`src/rtl/core/mef_pkg.sv`:
```
// Shared types, constants and the arctangent table of the moment ellipse finaliser.
package mef_pkg;

	localparam int NDIV         = 5;   // dividends sharing one weight
	localparam int W_W          = 47;  // magnitude bits of a positive weight
	localparam int DIV_STEPS    = 64;  // quotient bits, one per stage
	localparam int FIFO_DEPTH   = 4;
	localparam int FIFO_AW      = 2;
	localparam int CORDIC_STEPS = 20;
	localparam int NORM_STEPS   = 6;   // shifts of 32, 16, 8, 4, 2, 1

	// dividend slots
	localparam int IDX_FX = 0;
	localparam int IDX_FY = 1;
	localparam int IDX_XX = 2;
	localparam int IDX_YY = 3;
	localparam int IDX_XY = 4;

	localparam logic [23:0] C_MAX   = 24'hFF_FFFF;
	localparam logic [60:0] MOM_LIM = 61'h1000_0000_0000_0000;
	localparam logic [23:0] DEG90   = 24'd5898240;   // 90 deg, Q.16
	localparam logic [23:0] DEG180  = 24'd11796480;  // 180 deg, Q.16
	localparam logic [15:0] PA_MAX  = 16'd23040;     // 90 deg, Q8.8

	typedef struct packed {
		logic                   ok;
		logic                   last;
		logic [NDIV-1:0]        neg;
		logic [W_W-1:0]         w;
		logic [NDIV-1:0][63:0]  mag;
		logic [23:0]            sx;
		logic [23:0]            sy;
		logic [23:0]            fx;
		logic [23:0]            fy;
	} mef_item_t;

	typedef struct packed {
		logic            ok;
		logic            last;
		logic [NDIV-1:0] neg;
		logic [W_W-1:0]  w;
		logic [23:0]     sx;
		logic [23:0]     sy;
		logic [23:0]     fx;
		logic [23:0]     fy;
	} div_side_t;

	typedef struct packed {
		logic        ok;
		logic        last;
		logic [23:0] cx;
		logic [23:0] cy;
	} tail_t;

	typedef struct packed {
		logic neg_x;
		logic neg_y;
		logic zero;
	} ang_flag_t;

	typedef struct packed {
		logic full;
		logic empty;
	} fifo_stat_t;

	// atan(2^-i) in degrees, Q.16
	function automatic logic [25:0] atan_deg(input logic [4:0] i);
		logic [25:0] v;
		unique case (i)
			5'd0:  v = 26'd2949120;
			5'd1:  v = 26'd1740967;
			5'd2:  v = 26'd919879;
			5'd3:  v = 26'd466945;
			5'd4:  v = 26'd234379;
			5'd5:  v = 26'd117304;
			5'd6:  v = 26'd58666;
			5'd7:  v = 26'd29335;
			5'd8:  v = 26'd14668;
			5'd9:  v = 26'd7334;
			5'd10: v = 26'd3667;
			5'd11: v = 26'd1833;
			5'd12: v = 26'd917;
			5'd13: v = 26'd458;
			5'd14: v = 26'd229;
			5'd15: v = 26'd115;
			5'd16: v = 26'd57;
			5'd17: v = 26'd29;
			5'd18: v = 26'd14;
			5'd19: v = 26'd7;
			default: v = '0;
		endcase
		return v;
	endfunction

endpackage

```
`src/rtl/core/mef_front.sv`:
```
// Front end: takes input transfers, classifies the weight and splits signs from magnitudes.
module mef_front (
	input  logic                  clk,
	input  logic                  arst_n,
	input  logic                  in_valid,
	output logic                  in_stall,
	input  logic signed [47:0]    weight_sum,
	input  logic signed [63:0]    first_x_sum,
	input  logic signed [63:0]    first_y_sum,
	input  logic signed [63:0]    second_xx_sum,
	input  logic signed [63:0]    second_yy_sum,
	input  logic signed [63:0]    second_xy_sum,
	input  logic [23:0]           shift_x,
	input  logic [23:0]           shift_y,
	input  logic [23:0]           fallback_x,
	input  logic [23:0]           fallback_y,
	input  logic                  last_object,
	input  mef_pkg::fifo_stat_t   stat,
	output logic                  push,
	output mef_pkg::mef_item_t    push_item
);

	logic                  vld_q;
	mef_pkg::mef_item_t    item_s1;
	mef_pkg::mef_item_t    item_d;
	logic [mef_pkg::NDIV-1:0][63:0] raw;
	logic                  load;

	assign raw[mef_pkg::IDX_FX] = first_x_sum;
	assign raw[mef_pkg::IDX_FY] = first_y_sum;
	assign raw[mef_pkg::IDX_XX] = second_xx_sum;
	assign raw[mef_pkg::IDX_YY] = second_yy_sum;
	assign raw[mef_pkg::IDX_XY] = second_xy_sum;

	always_comb begin
		item_d.ok   = !weight_sum[47] && (weight_sum != '0);
		item_d.last = last_object;
		item_d.w    = weight_sum[mef_pkg::W_W-1:0];
		item_d.sx   = shift_x;
		item_d.sy   = shift_y;
		item_d.fx   = fallback_x;
		item_d.fy   = fallback_y;
		for (int d = 0; d < mef_pkg::NDIV; d++) begin
			item_d.neg[d] = raw[d][63];
			item_d.mag[d] = raw[d][63] ? (~raw[d] + 64'd1) : raw[d];
		end
	end

	assign push     = vld_q && !stat.full;
	assign load     = !vld_q || !stat.full;
	assign in_stall = vld_q && stat.full;

	always_ff @(posedge clk or negedge arst_n) begin
		if (!arst_n) begin
			vld_q <= 1'b0;
		end else if (load) begin
			vld_q <= in_valid;
		end
	end

	always_ff @(posedge clk) begin
		if (load && in_valid) begin
			item_s1 <= item_d;
		end
	end

	assign push_item = item_s1;

endmodule

```
`config.mk`:
```
export PLATFORM = sky130hd
export DESIGN_NAME = mef_front
export DESIGN_NICKNAME = d
export VERILOG_FILES = /design/src/rtl/core/mef_pkg.sv /design/src/rtl/core/mef_front.sv
export SDC_FILE = /design/constraint.sdc
export NUM_CORES = 1
export LEC_CHECK = 0
export BUFFER_PORTS_ARGS = -buffer_cell sky130_fd_sc_hd__buf_2
export CAP_MARGIN = 20
export CORE_AREA = 2 2 367 369
export CTS_CLUSTER_DIAMETER = 80
export DETAILED_ROUTE_END_ITERATION = 8
export DIE_AREA = 0 0 369 371
export MAX_ROUTING_LAYER = met4
export PLACE_DENSITY = 0.31
export SLEW_MARGIN = 25
export SYNTH_ARGS = -nofsm -noshare
export SYNTH_HDL_FRONTEND = slang
export SYNTH_SLANG_ARGS = --single-unit
export TNS_END_PERCENT = 1
```
`constraint.sdc`:
```
create_clock -name clk -period 28.3 [get_ports clk]
set_input_delay 4.245 -clock clk [delete_from_list [all_inputs] [get_ports clk]]
set_output_delay 4.245 -clock clk [all_outputs]
set_load 0.02 [all_outputs]
```
Word level (Yosys, flattened, before mapping):

Index checks and enable logic that the tools add are counted.

* register bits: 471
* input bits: 470
* logic and storage cells: 43

* add/subtract/negate cells: 5
* mux-type cells: 5
* bitwise logic cells: 5
* reductions and logical operators: 9

Operator list (number)
* 64-bit by 1-bit adder with 64-bit output (second input constant): 5
* 64-bit inverter: 5
* 63-bit two-way mux: 5
* 48-bit nonzero test: 1
* 1-bit logical AND: 4
* 1-bit logical NOT: 3
* 1-bit logical OR: 1

Depth between registers and ports, before layout:

* depth after elaboration: 3
* mapped depth: 8

Least setup slack after synthesis:

Ideal clock, no wire load.

* path kind: input port to flip-flop
* from: input port stat[1] (netlist bit)
* to: register item_s1 (netlist bit push_item[0]), enable pin
* arrival time: 24.944 ns
* data required time: 26.942 ns
* setup slack: 1.998 ns
* cell stages on the path: 2
* cell sequence: and2_1 > nor2b_1

* cells in the longest elaborated chain, start to end: 3

RTL lines
* start, declared: RTL line mef_front.sv:18 `input mef_pkg::fifo_stat_t stat,`
* 1-bit logical NOT: RTL line mef_front.sv:50 `assign load = !vld_q || !stat.full;`
* 1-bit logical OR: RTL line mef_front.sv:50
* 1-bit logical AND: RTL line mef_front.sv:62 `if (load && in_valid) begin`
* end signal, assigned: RTL line mef_front.sv:63 `item_s1 <= item_d;`
* end, declared: RTL line mef_front.sv:24 `mef_pkg::mef_item_t item_s1;`

Every way passes these cells.
A chain may end at the register's enable or synchronous reset.

Worst setup path after layout:

* from: input port stat[1] (netlist bit)
* to: output port in_stall

* cells in the longest elaborated chain, start to end: 1

RTL lines
* 1-bit logical AND: RTL line mef_front.sv:51 `assign in_stall = vld_q && stat.full;`
* end, declared: RTL line mef_front.sv:6 `output logic in_stall,`

Every way passes these cells.

==> results_dict.tcl <==
set metrics [dict create \
    core_um2 133000 \
    synthToLayoutAreaGrowth_pct 42.4 \
    final_min_period_over_clock_period 0.317 \
    die-area_um2 137000 \
    gp_congestion 0.826 \
    crit_family "buffers and inverters" \
    dpl.hpwl_mm 84.0 \
    grt_pass1_vias 17981 \
    antenna_found_initial 61 \
    cts_max_level 3 \
    finalSetupViolCount 0 \
    rr_worst_depth 6 \
    die_w_um 369 \
    yosysSeqAreaShare 0.649 \
    rows 134 \
    netlist_instances 1549 \
    max_clock_freq_mhz 111 \
    via_per_inst 3.99 \
    track_usage 0.149 \
    overflow 0 \
    worstSetupEndpointType "primary output" \
    r2r_setup_slack_ns 24.28 \
    syn_area_per_cell_um2 14.1 \
    path_cells "buf_2, and2_1, buf_2" \
    rsz0062_at_grt "no" \
    maxCapViolations 0 \
    cp_max_fo 3 \
    final_common_cell "buf_2" \
    ios 942 \
    power_density_nw_per_um2 64.2 \
    hold_buffers 0 \
    setup-tns-final_ns 0 \
    drc_errors 0 \
    synth_top_flop_cell "edfxtp_1" \
    synth_area_leader_cell "edfxtp_1" \
    cellLeakagePower_nw 11.2 \
    clock_path_buffers 3 \
    ant_nets 0 \
    seq_area_um2 14100 \
    multiInputGateArea_um2 7390 \
    drive_gt1_frac 0.441 \
    cts_tree "built" \
    syn_nets 2024 \
    wirelength_mm 104 \
    worstMarginPinSlew_ns 1.11 \
    firstDrtPassIters 5 \
    crit_path_top_delay_cell "and2_1" \
    cp.required_ns 24.05 \
    layout_min_cycle_time_ns 8.98 \
    post_cts_buffers 0 \
    die_height_um 371 \
    min_to "vld_q" \
    grt_pass1_wl_mm 140 \
    portBuffers 940 \
    timing.rr.start "vld_q" \
    power_mw 1.99 \
    crit_arrival_ns 4.73 \
    synth_warnings 0 \
    insertion_delay_ns 0.65 \
    path_class "input pin to primary output" \
    vdd_drop_max_uv 34.1 \
    synth-edff-count 470 \
    start_util 0.164 \
    cts.clk_slew.worst_paths_ns 0.05 \
    drt_iter0_markers 992 \
    start_kind "input pin" \
    worst_clock_skew_ns 0.0341 \
    syn-cell-area_um2 21800 \
    rr_endpoint "push_item[311]" \
    cp.buffers_inverters 2 \
    finalHoldViolCount 0 \
    ys_top_cells_by_area "edfxtp_1, xnor2_1, o31ai_1" \
    wl_per_cell_um 23.6 \
    min_from "vld_q" \
    cp_slowest_stage_delay_ns 0.21 \
    hp-class "flop to flop" \
    grt_max_degree 78 \
    finalMaxSlewViolations 0 \
    fin_nets 3005 \
    yosysUniqueCellTypes 52 \
    outcome "completed" \
    async_flop_share 0.00212 \
    fillers 14502 \
    clock_sinks 471 \
    most-common-layout-cells "buf_2, edfxtp_1, xnor2_1" \
    cp_common_cell "buf_2" \
    numCtsBuffers 69 \
    vias 17511 \
    yosys.area.top_type_share 0.648 \
    cts.repair.resized 0 \
    ys_ff_latch 471 \
    cts-root-buf "clkbuf_16" \
    hold_depth 2 \
    slew_headroom 0.251 \
]
-- per-layer routing --
metal,GRT usage,vias to the layer above,share of wire
li1,-,8093,-
met1,0.160,8558,0.38
met2,0.249,688,0.50
met3,0.0517,172,0.084
met4,0.0666,0,0.035
met5,-,-,0
-- power breakdown --
group,switching [mW],internal [mW]
registers,0.0128,0.831
clock network,0.355,0.514
logic,0.183,0.0936
-- layout make-up --
class / instances / area share
tap: 1768 / 0.0714
multi-input combinational: 1015 / 0.238
clock inverter: 43 / 0.0134
inverter: 16 / 0.00194
antenna: 40 / 0.00323
sequential: 471 / 0.456
clock buffer: 84 / 0.0595
timing repair buffer: 957 / 0.156
-- Yosys cell counts, types with 3 or more instances --
| cell | count |
|---|---|
| a21oi_1 | 3 |
| a31oi_1 | 3 |
| buf_1 | 3 |
| buf_2 | 5 |
| clkbuf_1 | 37 |
| edfxtp_1 | 470 |
| ha_1 | 5 |
| inv_1 | 15 |
| nand2_1 | 102 |
| nand2b_1 | 15 |
| nand3_1 | 26 |
| nand3b_1 | 3 |
| nand4_1 | 18 |
| nand4_2 | 4 |
| nor2_1 | 46 |
| nor2b_1 | 4 |
| nor3_1 | 32 |
| nor4_1 | 35 |
| nor4_2 | 6 |
| nor4_4 | 6 |
| nor4b_1 | 3 |
| o21ai_0 | 84 |
| o31ai_1 | 97 |
| o41ai_1 | 53 |
| o41ai_2 | 13 |
| or2_2 | 28 |
| or3_1 | 47 |
| or4_1 | 45 |
| or4_4 | 9 |
| or4b_1 | 3 |
| xnor2_1 | 297 |
| xor2_1 | 6 |
-- cells by family (layout without fill, tap and decap cells) --
kind of cell | count (synthesis) | after routing | share of synthesized area
AOI/OAI and AO/OA | 258 | 258 | 0.0873
xor gates and xnor gates | 303 | 303 | 0.122
adders and majority gates | 5 | 5 | 0.00287
buffers and inverters | 63 | 1100 | 0.0118
DFF | 471 | 471 | 0.649
other | 0 | 40 | 0
and+or+nand+nor | 449 | 449 | 0.127
-- worst max path at each step --
stage / start / to / slack (ns) / depth (start not counted)
floorplan: stat[1] / push_item[0] / 2.00 / 2
global placement: stat[1] / in_stall / 19.34 / 3
detailed placement: stat[1] / in_stall / 19.32 / 3
CTS: stat[1] / in_stall / 19.32 / 3
global route: stat[1] / in_stall / 19.30 / 3
finish: stat[1] / in_stall / 19.32 / 3
-- metrics by stage --
step	util	setup WS, ns	hold WS [ns]	instances	area (µm²)
detailed placement	0.216	19.32	0.704	4227	28600
global placement	0.216	19.34	0.675	4227	28600
global route	0.233	19.30	0.739	4383	31000
CTS	0.233	19.32	0.716	4354	30900
finish	0.233	19.32	0.708	4394	31000
floorplan	-	2.00	0.739	1549	21800
-- tightest hold or removal path, stage by stage, from the launching register on --
cell,delay (ns)
dfrtp_1,0.33
and2_1,0.21
or2_2,0.14
-- sequential cells by signal (all words and copies together) (netlist names) --
name / count
push_item: 470
vld_q: 1
No activity file was read; power rests on OpenSTA's default activity.
